### config.mk
export PLATFORM = sky130hd
export DESIGN_NAME = stop_and_wait_file_sender_flat
export DESIGN_NICKNAME = d
export VERILOG_FILES = /design/src/design/sws_pkg.sv /design/src/design/sws_if.sv /design/src/design/stop_and_wait_file_sender.sv /design/src/flat_wrapper.sv
export SDC_FILE = /design/constraint.sdc
export NUM_CORES = 1
export LEC_CHECK = 0
export BUFFER_PORTS_ARGS = -buffer_cell sky130_fd_sc_hd__buf_2
export CORE_ASPECT_RATIO = 1.4
export CORE_MARGIN = 5
export CORE_UTILIZATION = 45
export DETAILED_ROUTE_END_ITERATION = 10
export PLACE_DENSITY = 0.68
export SLEW_MARGIN = 40
export SYNTH_ARGS = -nofsm -noshare
export SYNTH_HDL_FRONTEND = slang
export SYNTH_SLANG_ARGS = --single-unit
export TNS_END_PERCENT = 5
### constraint.sdc
create_clock -name clk -period 11.83 [get_ports clk]
set_input_delay 1.7745 -clock clk [delete_from_list [all_inputs] [get_ports clk]]
set_output_delay 1.7745 -clock clk [all_outputs]
set_load 0.02 [all_outputs]
### src/design/sws_pkg.sv
// package: constants, word types and sequence arithmetic of the stop-and-wait sender
`default_nettype none
package sws_pkg;

  localparam int SEQ_SPACE    = 30720;
  localparam int HEADER_BYTES = 15;
  localparam int MAX_CHUNK    = 1008;

  localparam int SEQ_W   = 15;
  localparam int BYTES_W = 10;
  localparam int PKT_W   = 11;
  localparam int TICK_W  = 16;
  localparam int RETRY_W = 4;
  localparam int PHASE_W = 3;
  localparam int CFG_W   = 16;
  localparam int CFG_IDX_W = 2;

  // event kinds
  localparam logic [1:0] KIND_TICK   = 2'd0;
  localparam logic [1:0] KIND_HEADER = 2'd1;
  localparam logic [1:0] KIND_CHUNK  = 2'd2;

  // phases
  localparam logic [PHASE_W-1:0] PH_WAIT_SYN   = 3'd0;
  localparam logic [PHASE_W-1:0] PH_WAIT_REQ   = 3'd1;
  localparam logic [PHASE_W-1:0] PH_NEED_CHUNK = 3'd2;
  localparam logic [PHASE_W-1:0] PH_WAIT_DACK  = 3'd3;
  localparam logic [PHASE_W-1:0] PH_WAIT_FIN   = 3'd4;
  localparam logic [PHASE_W-1:0] PH_DONE       = 3'd5;

  // held flag bits
  localparam logic [2:0] FL_SYN = 3'b001;
  localparam logic [2:0] FL_ACK = 3'b010;
  localparam logic [2:0] FL_FIN = 3'b100;

  // configuration register indexes
  localparam logic [CFG_IDX_W-1:0] REG_INITIAL_SEQUENCE = 2'd0;
  localparam logic [CFG_IDX_W-1:0] REG_TIMEOUT_TICKS    = 2'd1;
  localparam logic [CFG_IDX_W-1:0] REG_RETRY_LIMIT      = 2'd2;

  localparam logic [SEQ_W-1:0]   INITIAL_SEQUENCE_RESET = 15'd0;
  localparam logic [TICK_W-1:0]  TIMEOUT_TICKS_RESET    = 16'd500;
  localparam logic [RETRY_W-1:0] RETRY_LIMIT_RESET      = 4'd5;

  typedef struct packed {
    logic [1:0]         kind;
    logic [31:0]        rx_seq;
    logic [31:0]        rx_ack;
    logic [BYTES_W-1:0] rx_data_bytes;
    logic [BYTES_W-1:0] chunk_bytes;
    logic               chunk_final;
    logic               file_found;
  } in_item_t;

  typedef struct packed {
    logic               send_valid;
    logic [SEQ_W-1:0]   tx_seq;
    logic [SEQ_W-1:0]   tx_ack;
    logic               tx_syn;
    logic               tx_ack_flag;
    logic               tx_fin;
    logic [BYTES_W-1:0] tx_data_bytes;
    logic               retransmission;
    logic [PHASE_W-1:0] phase_out;
  } out_item_t;

  function automatic logic [PKT_W-1:0] pkt_size(input logic [BYTES_W-1:0] bytes);
    logic [PKT_W-1:0] size;
    size = PKT_W'(HEADER_BYTES) + {1'b0, bytes} + PKT_W'(bytes != '0);
    return size;
  endfunction

  // 32-bit value modulo 30720 = 15 * 2048: low 11 bits pass, the rest is reduced
  // modulo 15 by folding nibbles (16 is 1 modulo 15)
  function automatic logic [SEQ_W-1:0] seq_mod_wide(input logic [31:0] x);
    logic [20:0] q;
    logic [6:0]  s1;
    logic [4:0]  s2;
    logic [4:0]  s3;
    logic [3:0]  r;
    q  = x[31:11];
    s1 = 7'(q[3:0]) + 7'(q[7:4]) + 7'(q[11:8]) + 7'(q[15:12]) + 7'(q[19:16])
       + 7'(q[20]);
    s2 = 5'(s1[3:0]) + 5'(s1[6:4]);
    s3 = 5'(s2[3:0]) + 5'(s2[4]);
    r  = (s3 >= 5'd15) ? 4'(s3 - 5'd15) : s3[3:0];
    return {r, x[10:0]};
  endfunction

  // sum below twice the space, one compare and subtract
  function automatic logic [SEQ_W-1:0] seq_add_small(input logic [SEQ_W-1:0] a,
                                                     input logic [PKT_W-1:0] b);
    logic [SEQ_W:0] sum;
    sum = {1'b0, a} + (SEQ_W+1)'(b);
    if (sum >= (SEQ_W+1)'(SEQ_SPACE)) begin
      sum = sum - (SEQ_W+1)'(SEQ_SPACE);
    end
    return sum[SEQ_W-1:0];
  endfunction

endpackage
`default_nettype wire

### src/design/sws_if.sv
// interfaces: event word channel and result word channel
`default_nettype none
interface sws_in_if;
  import sws_pkg::*;
  logic     valid;
  logic     ready;
  in_item_t data;
  modport source (output valid, output data, input ready);
  modport sink (input valid, input data, output ready);
endinterface

interface sws_out_if;
  import sws_pkg::*;
  logic      valid;
  logic      ready;
  out_item_t data;
  modport source (output valid, output data, input ready);
  modport sink (input valid, input data, output ready);
endinterface
`default_nettype wire

### src/design/stop_and_wait_file_sender.sv
// top level: stop-and-wait file sender, one event word in, one result word out
//
//  channel   | dir | handshake          | word
//  ----------+-----+--------------------+-----------------------------------
//  events    | in  | valid / ready      | kind, rx header, chunk info
//  results   | out | valid / ready      | tx header, retransmission, phase
//  cfg       | in  | cfg_we, no wait    | cfg_index, cfg_data
//
//  one event per cycle while results are accepted: an event word is registered,
//  then the phase logic and sequence adders turn it into one result word, which
//  is held in the output register. a stalled result holds in the output
//  register while one more event waits in the input register. synchronous reset
//  clears phase, timer, counters and both stage valids; no clearing pass.
`default_nettype none
module stop_and_wait_file_sender
  import sws_pkg::*;
(
  input  wire logic                 clk,
  input  wire logic                 rst,
  sws_in_if.sink                    events,
  sws_out_if.source                 results,
  input  wire logic                 cfg_we,
  input  wire logic [CFG_IDX_W-1:0] cfg_index,
  input  wire logic [CFG_W-1:0]     cfg_data
);

  // configuration
  logic [TICK_W-1:0]  timeout_ticks;
  logic [RETRY_W-1:0] retry_limit;

  // transfer state
  logic [PHASE_W-1:0] phase, phase_next;
  logic [SEQ_W-1:0]   next_sequence, next_sequence_next;
  logic [SEQ_W-1:0]   peer_ack_value, peer_ack_value_next;
  logic [SEQ_W-1:0]   held_seq, held_seq_next;
  logic [SEQ_W-1:0]   held_ack, held_ack_next;
  logic [2:0]         held_flags, held_flags_next;
  logic [BYTES_W-1:0] held_bytes, held_bytes_next;
  logic [TICK_W-1:0]  elapsed_ticks, elapsed_ticks_next;
  logic [RETRY_W-1:0] fin_retries, fin_retries_next;
  logic               final_sent, final_sent_next;

  // stages
  logic      ev_valid;
  in_item_t  ev;
  logic      res_valid;
  out_item_t res;
  out_item_t res_next;
  logic      fire;

  assign fire = ev_valid && (!res_valid || results.ready);
  assign events.ready = !ev_valid || fire;
  assign results.valid = res_valid;
  assign results.data = res;

  // per-event helpers
  logic [SEQ_W-1:0]   rx_peer;
  logic               ack_match;
  logic [TICK_W:0]    tick_count;
  logic               expired;
  logic [BYTES_W-1:0] chunk_sat;
  logic [RETRY_W-1:0] retries_inc;
  logic               send_new;
  logic               send_any;
  logic               retx;
  logic [2:0]         new_flags;
  logic [BYTES_W-1:0] new_bytes;

  always_comb begin
    rx_peer     = seq_mod_wide(ev.rx_seq + 32'(pkt_size(ev.rx_data_bytes)));
    ack_match   = (ev.rx_ack == 32'(next_sequence));
    tick_count  = {1'b0, elapsed_ticks} + 17'd1;
    expired     = (tick_count >= {1'b0, timeout_ticks});
    chunk_sat   = (ev.chunk_bytes > BYTES_W'(MAX_CHUNK)) ? BYTES_W'(MAX_CHUNK)
                                                         : ev.chunk_bytes;
    retries_inc = fin_retries + 4'd1;

    phase_next          = phase;
    next_sequence_next  = next_sequence;
    peer_ack_value_next = peer_ack_value;
    held_seq_next       = held_seq;
    held_ack_next       = held_ack;
    held_flags_next     = held_flags;
    held_bytes_next     = held_bytes;
    elapsed_ticks_next  = elapsed_ticks;
    fin_retries_next    = fin_retries;
    final_sent_next     = final_sent;
    send_new  = 1'b0;
    send_any  = 1'b0;
    retx      = 1'b0;
    new_flags = FL_ACK;
    new_bytes = '0;

    unique case (phase)
      PH_WAIT_SYN: begin
        if (ev.kind == KIND_HEADER) begin
          peer_ack_value_next = rx_peer;
          send_new   = 1'b1;
          new_flags  = FL_SYN | FL_ACK;
          phase_next = PH_WAIT_REQ;
        end
      end
      PH_WAIT_REQ, PH_WAIT_DACK: begin
        if (ev.kind == KIND_TICK) begin
          elapsed_ticks_next = expired ? '0 : tick_count[TICK_W-1:0];
          send_any = expired;
          retx     = expired;
        end else if (ev.kind == KIND_HEADER && ack_match) begin
          peer_ack_value_next = rx_peer;
          // request ack without a file, or ack of the last chunk: go to fin
          if ((phase == PH_WAIT_REQ) ? !ev.file_found : final_sent) begin
            send_new         = 1'b1;
            new_flags        = FL_ACK | FL_FIN;
            fin_retries_next = '0;
            phase_next       = PH_WAIT_FIN;
          end else begin
            phase_next = PH_NEED_CHUNK;
          end
        end
      end
      PH_NEED_CHUNK: begin
        if (ev.kind == KIND_CHUNK) begin
          send_new        = 1'b1;
          new_flags       = FL_ACK;
          new_bytes       = chunk_sat;
          final_sent_next = ev.chunk_final;
          phase_next      = PH_WAIT_DACK;
        end
      end
      PH_WAIT_FIN: begin
        if (ev.kind == KIND_TICK) begin
          elapsed_ticks_next = expired ? '0 : tick_count[TICK_W-1:0];
          if (expired) begin
            send_any         = 1'b1;
            retx             = 1'b1;
            fin_retries_next = retries_inc;
            if (retries_inc >= retry_limit) begin
              phase_next = PH_DONE;
            end
          end
        end else if (ev.kind == KIND_HEADER) begin
          phase_next = PH_DONE;
        end
      end
      default: begin
      end
    endcase

    if (send_new) begin
      send_any           = 1'b1;
      held_seq_next      = next_sequence;
      held_ack_next      = peer_ack_value_next;
      held_flags_next    = new_flags;
      held_bytes_next    = new_bytes;
      next_sequence_next = seq_add_small(next_sequence, pkt_size(new_bytes));
    end

    res_next = '0;
    if (send_any) begin
      res_next.send_valid     = 1'b1;
      res_next.tx_seq         = held_seq_next;
      res_next.tx_ack         = held_ack_next;
      res_next.tx_syn         = |(held_flags_next & FL_SYN);
      res_next.tx_ack_flag    = |(held_flags_next & FL_ACK);
      res_next.tx_fin         = |(held_flags_next & FL_FIN);
      res_next.tx_data_bytes  = held_bytes_next;
      res_next.retransmission = retx;
    end
    res_next.phase_out = phase_next;
  end

  // payload registers
  always_ff @(posedge clk) begin
    if (events.valid && events.ready) begin
      ev <= events.data;
    end
    if (fire) begin
      res <= res_next;
    end
  end

  always_ff @(posedge clk) begin
    if (rst) begin
      ev_valid         <= 1'b0;
      res_valid        <= 1'b0;
      timeout_ticks    <= TIMEOUT_TICKS_RESET;
      retry_limit      <= RETRY_LIMIT_RESET;
      phase            <= PH_WAIT_SYN;
      next_sequence    <= INITIAL_SEQUENCE_RESET;
      peer_ack_value   <= '0;
      held_seq         <= '0;
      held_ack         <= '0;
      held_flags       <= '0;
      held_bytes       <= '0;
      elapsed_ticks    <= '0;
      fin_retries      <= '0;
      final_sent       <= 1'b0;
    end else begin
      if (events.valid && events.ready) begin
        ev_valid <= 1'b1;
      end else if (fire) begin
        ev_valid <= 1'b0;
      end

      if (fire) begin
        res_valid <= 1'b1;
      end else if (results.ready) begin
        res_valid <= 1'b0;
      end

      if (fire) begin
        phase          <= phase_next;
        next_sequence  <= next_sequence_next;
        peer_ack_value <= peer_ack_value_next;
        held_seq       <= held_seq_next;
        held_ack       <= held_ack_next;
        held_flags     <= held_flags_next;
        held_bytes     <= held_bytes_next;
        elapsed_ticks  <= elapsed_ticks_next;
        fin_retries    <= fin_retries_next;
        final_sent     <= final_sent_next;
      end

      if (cfg_we) begin
        unique case (cfg_index)
          REG_INITIAL_SEQUENCE: begin
            // still before the handshake: the new value starts the transfer
            if (phase == PH_WAIT_SYN) begin
              next_sequence <= cfg_data[SEQ_W-1:0];
            end
          end
          REG_TIMEOUT_TICKS: begin
            timeout_ticks <= cfg_data[TICK_W-1:0];
          end
          REG_RETRY_LIMIT: begin
            retry_limit <= cfg_data[RETRY_W-1:0];
          end
          default: begin
          end
        endcase
      end
    end
  end

endmodule
`default_nettype wire

### src/flat_wrapper.sv
// flat-port wrapper written by rule: the top's interface ports become plain ports
module stop_and_wait_file_sender_flat import sws_pkg::*;
  (clk, rst, cfg_we, cfg_index, cfg_data, events_valid, events_data, events_ready, results_valid, results_data, results_ready);
  sws_in_if events_i ();
  sws_out_if results_i ();
  input  wire logic clk;
  input  wire logic rst;
  input  wire logic cfg_we;
  input  wire logic [CFG_IDX_W-1:0] cfg_index;
  input  wire logic [CFG_W-1:0] cfg_data;
  input wire logic [$bits(events_i.valid)-1:0] events_valid;
  input wire logic [$bits(events_i.data)-1:0] events_data;
  output wire logic [$bits(events_i.ready)-1:0] events_ready;
  output wire logic [$bits(results_i.valid)-1:0] results_valid;
  output wire logic [$bits(results_i.data)-1:0] results_data;
  input wire logic [$bits(results_i.ready)-1:0] results_ready;
  assign events_i.valid = events_valid;
  assign events_i.data = events_data;
  assign events_ready = events_i.ready;
  assign results_valid = results_i.valid;
  assign results_data = results_i.data;
  assign results_i.ready = results_ready;
  stop_and_wait_file_sender u_core (.clk(clk), .rst(rst), .events(events_i), .results(results_i), .cfg_we(cfg_we), .cfg_index(cfg_index), .cfg_data(cfg_data));
endmodule
## Word level (Yosys, flattened, before mapping)

Cells that the tools add are included.

| word-level totals | value |
|---|---|
| bits in registers | 255 |
| input port bits | 111 |
| output and inout port bits | 50 |
| logic and storage cells | 146 |

| cells by class | value |
|---|---|
| $add $sub $neg | 17 |
| magnitude comparators | 5 |
| eq/ne operators | 14 |
| muxes and demuxes | 57 |
| reduce and logical (&&, ||, !) cells | 23 |

Operators by type and width:

| cell | count |
|---|---|
| 15-bit two-way mux | 11 |
| 45-bit two-way mux | 1 |
| 10-bit two-way mux | 4 |
| 3-bit two-way mux | 13 |
| 32-bit by 11-bit adder with 32-bit output | 1 |
| 32-bit by 15-bit equality test with 1-bit output | 1 |
| 15-bit case mux with 2 select lines | 1 |
| 4-bit two-way mux | 6 |
| 11-bit by 1-bit adder with 11-bit output | 2 |
| 4-bit by 10-bit adder with 11-bit output, first input constant | 2 |
| 7-bit by 4-bit adder with 7-bit output | 3 |
| 10-bit nonzero test | 2 |
| 16-bit by 1-bit adder with 17-bit output, second input constant | 1 |
| 17-bit by 16-bit greater-or-equal comparator with 1-bit output | 1 |
| 15-bit by 11-bit adder with 16-bit output | 1 |
| 16-bit by 15-bit greater-or-equal comparator with 1-bit output, second input constant | 1 |
| 16-bit two-way mux | 1 |
| 1-bit two-way mux | 15 |
| 15-bit subtractor, second input constant | 1 |
| 3-bit case mux with 4 select lines | 1 |
| 10-bit greater-than comparator, second input constant | 1 |
| 2-bit by 1-bit inequality test with 1-bit output, second input constant | 4 |
| 4-bit case mux with 2 select lines | 1 |
| 7-bit by 1-bit adder with 7-bit output | 1 |
| other kinds (27) | 40 |

## Logic depth before layout (Yosys ltp)

Gate-level depths: netlist of the first run.

| logic depth | value |
|---|---|
| word-level depth | 17 |
| depth in mapped cells | 43 |
| gate-level depth less buffers | 42 |

## Least setup slack after synthesis of the first run

No wires, ideal clock.

| timing path | value |
|---|---|
| kind | register -> register |
| from | reg u_core.ev[16] (netlist bit) |
| to | reg u_core.res (netlist bit u_core.results.data[29]), data pin |
| setup time | 0.267 ns |
| arrival time | 8.595 ns |
| setup slack | 2.968 ns |
| stages on the path, launching flop included | 44 |
| path buffers | 1 |
| period minus slack after synthesis | 8.862 ns |
| path through | edfxtp_1 or4_1 nor4_1 ha_1 inv_1 ha_1 fa_1 a21o_1 a21oi_1 nor2b_1 o31ai_1 o21ai_0 or2_2 clkbuf_1 nand3_1 xnor2_1 ha_1 a21o_1 [... 8 more ...] nand2b_1 xor2_1 inv_1 fa_1 inv_1 a21oi_1 nor2_1 ha_1 ha_1 ha_1 a21oi_1 nand2_1 a21o_1 mux2i_1 mux2i_1 nand2_1 o21ai_0 o21ai_0 |

| on the way | value |
|---|---|
| word-level cells in the longest chain between the ends | 16 |
| elaborated cells between the ends (all ways) | 19 |
| those cells by class | add/sub (11); order compare (1); mux (6); reduce/logical (1) |

Ends and longest elaborated chain:

| item | line | text |
|---|---|---|
| start: declaration | stop_and_wait_file_sender.sv:45 | `in_item_t ev;` |
| start signal: assignment | stop_and_wait_file_sender.sv:175 | `ev <= events.data;` |
| 4-bit by 10-bit adder with 11-bit output or 10-bit nonzero test (tied branches) | sws_pkg.sv:69 | `size = PKT_W'(HEADER_BYTES) + {1'b0, bytes} + PKT_W'(bytes != '0);` |
| 11-bit by 1-bit adder with 11-bit output (*) | sws_pkg.sv:69 |  |
| 32-bit by 11-bit adder with 32-bit output (*) | stop_and_wait_file_sender.sv:70 | `rx_peer = seq_mod_wide(ev.rx_seq + 32'(pkt_size(ev.rx_data_bytes)));` |
| 4-bit by 4-bit adder with 5-bit output | sws_pkg.sv:82 | `s1 = 7'(q[3:0]) + 7'(q[7:4]) + 7'(q[11:8]) + 7'(q[15:12]) + 7'(q[19:16])` |
| 7-bit by 4-bit adder with 7-bit output (3 in series) | sws_pkg.sv:82 |  |
| 7-bit by 1-bit adder with 7-bit output (*) | sws_pkg.sv:83 | `+ 7'(q[20]);` |
| 4-bit by 3-bit adder with 5-bit output (*) | sws_pkg.sv:84 | `s2 = 5'(s1[3:0]) + 5'(s1[6:4]);` |
| 4-bit by 1-bit adder with 5-bit output (*) | sws_pkg.sv:85 | `s3 = 5'(s2[3:0]) + 5'(s2[4]);` |
| 4-bit subtractor or 5-bit by 4-bit greater-or-equal comparator with 1-bit output (tied branches) | sws_pkg.sv:86 | `r = (s3 >= 5'd15) ? 4'(s3 - 5'd15) : s3[3:0];` |
| 4-bit two-way mux (*) | sws_pkg.sv:86 |  |
| 15-bit two-way mux | stop_and_wait_file_sender.sv:108 | `end else if (ev.kind == KIND_HEADER && ack_match) begin` |
| 15-bit two-way mux | stop_and_wait_file_sender.sv:104 | `if (ev.kind == KIND_TICK) begin` |
| 15-bit case mux with 2 select lines (*) | stop_and_wait_file_sender.sv:94 | `unique case (phase)` |
| 15-bit two-way mux (*) | stop_and_wait_file_sender.sv:149 | `if (send_new) begin` |
| end signal: assignment | stop_and_wait_file_sender.sv:178 | `res <= res_next;` |
| end: declaration | stop_and_wait_file_sender.sv:47 | `out_item_t res;` |

Every way passes the cells marked *; elsewhere a longest branch is shown, timed or not.
A chain may end at the register's enable or synchronous reset.

## Worst setup path after layout of the first run

Ends and elaborated chain as after synthesis.

==> results.py, run 1 <==
metrics = {
    "outcome": {
        "outcome": "completed",
    },
    "timing": {
        "max_slew_margin_pct": 51.5,
        "setup_viol": 0,
        "fmax_ghz": 0.104,
        "worstMarginPinSlew_ns": 0.724,
        "setup_slack_ns": 2.18,
        "finalCriticalPeriod_ns": 9.65,
        "skew_ns": 0.0144,
        "final_hold_viol_count": 0,
        "drv_slew": 0,
        "rsz0062_at_grt": "no",
        "final.period_utilization_pct": 81.6,
        "fin_setup_tns_ns": 0,
    },
    "route": {
        "vias": 9805,
        "drt_drc_violations_left": 0,
        "ant_nets": 0,
        "drtIter0Drc": 438,
        "firstDrtPassIters": 5,
        "viasPerCell": 5.39,
        "post_drt_wl_per_cell_um": 16.7,
        "wl_um": 30400,
    },
    "synthesis": {
        "ys_top_cells_by_count": "nand2_1 (151), edfxtp_1 (136), dfxtp_1 (119)",
        "postSynthAreaPerCell_um2": 10.1,
        "async_reset_ff_share_pct": 0,
        "synthDominantCellAreaShare_pct": 31.5,
        "synth_nets": 1483,
        "yosysTopAreaCell": "edfxtp_1",
        "synthDistinctLibCells": 73,
        "synth_seq_cells": 255,
        "ys_top_cells_by_area": "edfxtp_1 (31%), dfxtp_1 (18%), ha_1 (7.7%)",
        "ys.flop_type": "edfxtp_1",
        "syn_inst": 1279,
        "synth_area_mm2": 0.0130,
        "ys_seq_area_share_pct": 49.8,
        "synth_edf_count": 136,
        "post-synth-top-count-cell": "nand2_1",
        "yosys_warnings": 0,
    },
    "layout": {
        "multi_input_area_mm2": 0.00606,
        "antenna_cells": 0,
        "fin_nets": 1628,
        "syn_to_final_growth_pct": 15.7,
        "seq_area_mm2": 0.00647,
        "drive_gt1_share_pct": 16.9,
        "fin_util_pct": 52.9,
        "n_fill_cell": 2542,
    },
    "clock_network": {
        "numCtsBuffers": 26,
        "post_cts_buffers": 0,
        "clk_latency_ns": 0.54,
        "cts_tree": "yes",
        "cts-resized-gates": 0,
        "htree_levels": 1,
        "numClockSinks": 255,
        "clk_pin_slew_ns": 0.06,
        "cts_hold_buf": 0,
        "cts_max_path_buffers": 3,
        "root_buffer": "clkbuf_16",
    },
    "placement": {
        "pre_cts_ws_ns": 2.19,
        "io_buffers": 160,
        "dp_hpwl_um": 22100,
        "place_congestion": 0.885,
    },
    "power": {
        "fin_total_pwr_mw": 2.49,
        "p_per_area_mw_per_mm2": 166,
        "peakVddDrop_uv": 174,
        "p_leak_nw": 6.12,
    },
    "setup_path": {
        "slowest_stage": "or4_1",
        "worstSetupStartpointType": "flip-flop",
        "required_ns": 12.10,
        "criticalPathCategory": "flip-flop to flip-flop",
        "cp.arrival_ns": 9.92,
        "worst_setup_path_end_kind": "flip-flop",
        "crit_path_max_incr_delay_ns": 0.53,
        "crit_fanout": 10,
    },
    "hold_path": {
        "min_path_type": "flip-flop to flip-flop",
    },
    "floorplanning": {
        "die_area_mm2": 0.0324,
        "core_area_mm2": 0.0284,
        "fp.dieH_um": 211,
        "pin_count": 161,
        "start_util_pct": 45.7,
        "die-width_um": 154,
        "fp-row-count": 73,
    },
    "grt": {
        "grt_pass1_vias": 9861,
        "grt_max_degree": 73,
        "overflow": 0,
        "grt_pass1_wl_um": 48900,
        "track_usage_pct": 18.5,
        "antenna_found_initial": 0,
    },
    "flow_run": {
        "cap_violations": 0,
    },
}
path summary, 6_finish.rpt:
check | startpoint | endpoint | slack, ns | cells past startpoint
setup / recovery | u_core.ev[16] | u_core.results.data[29] | 2.18 | 41
hold / removal | u_core.held_seq[7] | u_core.held_seq[7] | 0.45 | 2
setup reg to reg | u_core.ev[16] | u_core.results.data[29] | 2.18 | 41
hold reg to reg | u_core.held_seq[7] | u_core.held_seq[7] | 0.45 | 2
worst max-delay path: cells and delay by family, from the launching register on:
family / cells / cell delay [ns]
xor gates and xnor gates: 2 / 0.42
DFF: 1 / 0.39
and+or+nand+nor: 10 / 1.96
muxes: 2 / 0.54
AOI/OAI and AO/OA: 10 / 1.83
buffers and inverters: 5 / 0.33
adders and majority gates: 12 / 3.93
metrics by stage:
step                      area (um2)  hold WS, ns  std cells
after global routing           15000        0.471       1818
after detailed placement       14200        0.447       1771
after global placement         14200        0.439       1771
final                          15000        0.454       1818
after floorplan                13000        0.434       1279
after CTS                      15000        0.455       1818
report_power, final:
part / switching, mW / internal, mW
Sequential: 0.0265 / 0.976
Clock: 0.340 / 0.460
Combinational: 0.395 / 0.292
Total: 0.761 / 1.73
cells by family (layout without fill, tap and decap cells):
kind of cell             after synthesis  in the layout  share of synthesized area (%)
AND/OR/NAND/NOR                      414            414                           14.8
AO/OA/AOI/OAI                        277            277                           14.1
flip-flops                           255            255                           49.8
buffers and inverters                132            296                           3.94
adder cells (fa/ha/maj)               93             93                           9.72
XOR/XNOR                              82             82                           5.53
multiplexers                          26             26                           2.04
metal layers:
| metal | share of wire, % | vias up | GRT usage, % |
|---|---|---|---|
| li1 | - | 4845 | - |
| met3 | 5.4 | 50 | 3.22 |
| met1 | 39 | 4663 | 21.0 |
| met2 | 52 | 247 | 34.3 |
| met5 | 0 | - | 0 |
| met4 | 3.3 | 0 | 7.28 |
cells in the final DEF, fill, tap and decap left out, types with 6 or more instances in the layout:
cell type  instances
a211oi_1          26
a21o_1            20
a21oi_1           92
a22o_1            13
a32o_1             6
and2_1            13
and3_1            18
buf_2            159
buf_4             12
clkbuf_16         27
clkinv_2           8
dfxtp_1          119
edfxtp_1         136
fa_1              13
ha_1              80
inv_1             74
mux2i_1           22
nand2_1          151
nand2b_1          11
nand3_1           25
nand3b_1           6
nand4_1           19
nor2_1            99
nor2b_1           13
nor3_1            27
nor4_1             8
o211ai_1          10
o21a_1            10
o21ai_0           51
xnor2_1           47
xor2_1            35
state kept, by name, summed over array words and instances (netlist names):
| register | cells |
|---|---|
| u_core.peer_ack_value | 15 |
| u_core.retry_limit | 4 |
| u_core.ev | 88 |
| u_core.phase | 3 |
| u_core.fin_retries | 4 |
| u_core.held_seq | 15 |
| u_core.held_flags | 3 |
| u_core.timeout_ticks | 16 |
| u_core.results.valid | 1 |
| u_core.elapsed_ticks | 16 |
| u_core.next_sequence | 15 |
| u_core.final_sent | 1 |
| u_core.ev_valid | 1 |
| u_core.held_ack | 15 |
| u_core.held_bytes | 10 |
| u_core.results.data | 48 |
cell type report:
| cell class | instances | area share (%) |
|---|---|---|
| clock inverter | 16 | 0.900 |
| timing repair buffer | 173 | 6.05 |
| multi-input combinational | 892 | 40.4 |
| inverter | 76 | 1.90 |
| tap | 375 | 3.12 |
| clock buffer | 31 | 4.60 |
| sequential | 255 | 43.1 |
No activity file was read; power rests on OpenSTA's default activity.
==> run 2, diff against run 1 <==
- PLACE_DENSITY: 0.68 -> 0.71
- clock period: 11.83 -> 8.2 ns (I/O delays scaled with it)
==> results.py, run 2 (synthesized netlist as in run 1, its figures left out) <==
metrics = {
    "outcome": {
        "outcome": "finished, violations left",
        "violations": "negative setup slack",
    },
    "timing": {
        "max_slew_margin_pct": 51.3,
        "fmax_ghz": 0.119,
        "finalCriticalPeriod_ns": 8.41,
        "rsz0062_at_grt": "yes",
        "drv_slew": 0,
        "worstMarginPinSlew_ns": 0.731,
        "skew_ns": 0.0133,
        "setup_slack_ns": -0.211,
        "final_hold_viol_count": 0,
        "final.period_utilization_pct": 103,
        "setup_viol": 5,
    },
    "clock_network": {
        "numCtsBuffers": 27,
        "cts_max_path_buffers": 3,
        "cts_tree": "yes",
        "htree_levels": 1,
        "clk_latency_ns": 0.54,
        "numClockSinks": 255,
        "cts_hold_buf": 0,
        "clk_pin_slew_ns": 0.06,
        "root_buffer": "clkbuf_16",
    },
    "layout": {
        "drive_gt1_share_pct": 21.1,
        "syn_to_final_growth_pct": 19.5,
        "final_common_cell": "buf_2",
        "antenna_cells": 0,
        "fin_nets": 1667,
        "design_area_mm2": 0.0155,
        "largest_reg_flops": 88,
        "final_cell_mix": "buf_2 (159), nand2_1 (150), edfxtp_1 (136)",
        "largest-register": "u_core.ev",
    },
    "grt": {
        "track_usage_pct": 19.2,
        "antenna_found_initial": 0,
        "grt_pass1_vias": 10100,
        "overflow": 0,
        "grt_pass1_wl_um": 50700,
        "grt_max_degree": 73,
    },
    "route": {
        "ant_nets": 0,
        "viasPerCell": 5.41,
        "vias": 10100,
        "drt_drc_violations_left": 0,
        "drtIter0Drc": 651,
        "wl_um": 31900,
        "post_drt_wl_per_cell_um": 17.2,
        "firstDrtPassIters": 5,
    },
    "hold_path": {
        "min_path_cells": 2,
        "worstHoldStart": "u_core.timeout_ticks[15]",
        "hold_end": "u_core.timeout_ticks[15]",
        "min_path_type": "flip-flop to flip-flop",
    },
    "setup_path": {
        "crit_buf_inv": 5,
        "crit_path_max_incr_delay_ns": 0.60,
        "worstSetupStartpointType": "flip-flop",
        "crit_fanout": 3,
        "cp_top_family": "adder cells",
        "rrSetupSlack_ns": -0.21,
        "criticalPathCategory": "flip-flop to flip-flop",
        "cp.arrival_ns": 8.69,
        "rr_worst_depth": 41,
        "worst_setup_path_end_kind": "flip-flop",
        "r2r_start": "u_core.ev[13]",
        "r2r_end": "u_core.results.data[28]",
        "slowest_stage": "or4_1",
        "required_ns": 8.48,
    },
    "power": {
        "peakVddDrop_uv": 257,
        "fin_total_pwr_mw": 4.20,
        "p_leak_nw": 6.34,
        "p_per_area_mw_per_mm2": 271,
    },
    "floorplanning": {
        "start_util_pct": 45.7,
        "die-width_um": 154,
        "fp.dieH_um": 211,
        "core_area_mm2": 0.0284,
        "die_area_mm2": 0.0324,
        "pin_count": 161,
        "fp-row-count": 73,
    },
    "placement": {
        "place_area_mm2": 0.0145,
        "place_congestion": 0.855,
        "io_buffers": 160,
        "dp_hpwl_um": 22800,
        "pre_cts_ws_ns": -0.435,
    },
    "flow_run": {
        "cap_violations": 0,
    },
}
## run 2: cell count changes in the layout (fill, tap and decap cells not counted), moves of 3 or more
cell     change
a21oi_1      -4
ha_2         +4
fa_2         +4
o21ai_1      +3
fa_1         -4
xor2_1       -4
a21oi_2      +3
xor2_2       +4
ha_1         -6
buf_4       +38
o21ai_0      -4
## run 2: worst min-delay path: stages (launching register included)
cell and delay [ns]:
dfxtp_1 0.31, nand2_1 0.05, a21oi_1 0.05
## run 2: report_power, final
part	internal (mW)	switching [mW]
combinational	0.784	0.750
clock	0.716	0.500
sequential	1.41	0.0417
## run 2: per-layer routing
layer / vias to the layer above / share of wire, % / track usage [%]
met1: 4814 / 41 / 23.1
met5: - / 0 / 0
li1: 4927 / - / -
met3: 62 / 4.9 / 2.71
met4: 0 / 3.5 / 7.31
met2: 258 / 51 / 34.7
## run 2: timing repair
item | 4_1_cts | 5_1_grt
endpoints found under the setup margin | 8 | 12
setup buffers | 11 | 1
pin swaps | 9 | 5
gates resized for setup | 8 | 4
## run 2: through the flow
stage               instances  util (%)  TNS [ns]  hold slack, ns
floorplan                1279         -         0           0.434
global placement         1797      50.9    -0.186           0.439
detailed placement       1797      50.9     -2.20           0.447
CTS                      1857      54.5     -1.07           0.455
global route             1858      54.6     -3.77           0.474
finish                   1858      54.6    -0.888           0.455
## run 2: area by class of cell
cell class | instances | area, um2
Clock buffer | 32 | 714
Clock inverter | 17 | 169
Fill cell | 2500 | 12900
Inverter | 76 | 285
Multi-Input combinational cell | 892 | 6210
Sequential cell | 255 | 6470
Tap cell | 375 | 469
Timing Repair Buffer | 211 | 1190
## run 2: worst max path at each step
stage | from | endpoint | slack, ns | cells after the start
2_1_floorplan | u_core.ev[13] | u_core.results.data[29] | 0.01 | 42
3_3_place_gp | u_core.ev[13] | u_core.results.data[29] | -0.11 | 41
3_5_place_dp | u_core.ev[13] | u_core.results.data[29] | -0.44 | 41
4_1_cts | u_core.ev[16] | u_core.results.data[28] | -0.24 | 41
5_1_grt | u_core.ev[17] | u_core.results.data[29] | -0.59 | 41
6_report | u_core.ev[13] | u_core.results.data[28] | -0.21 | 41
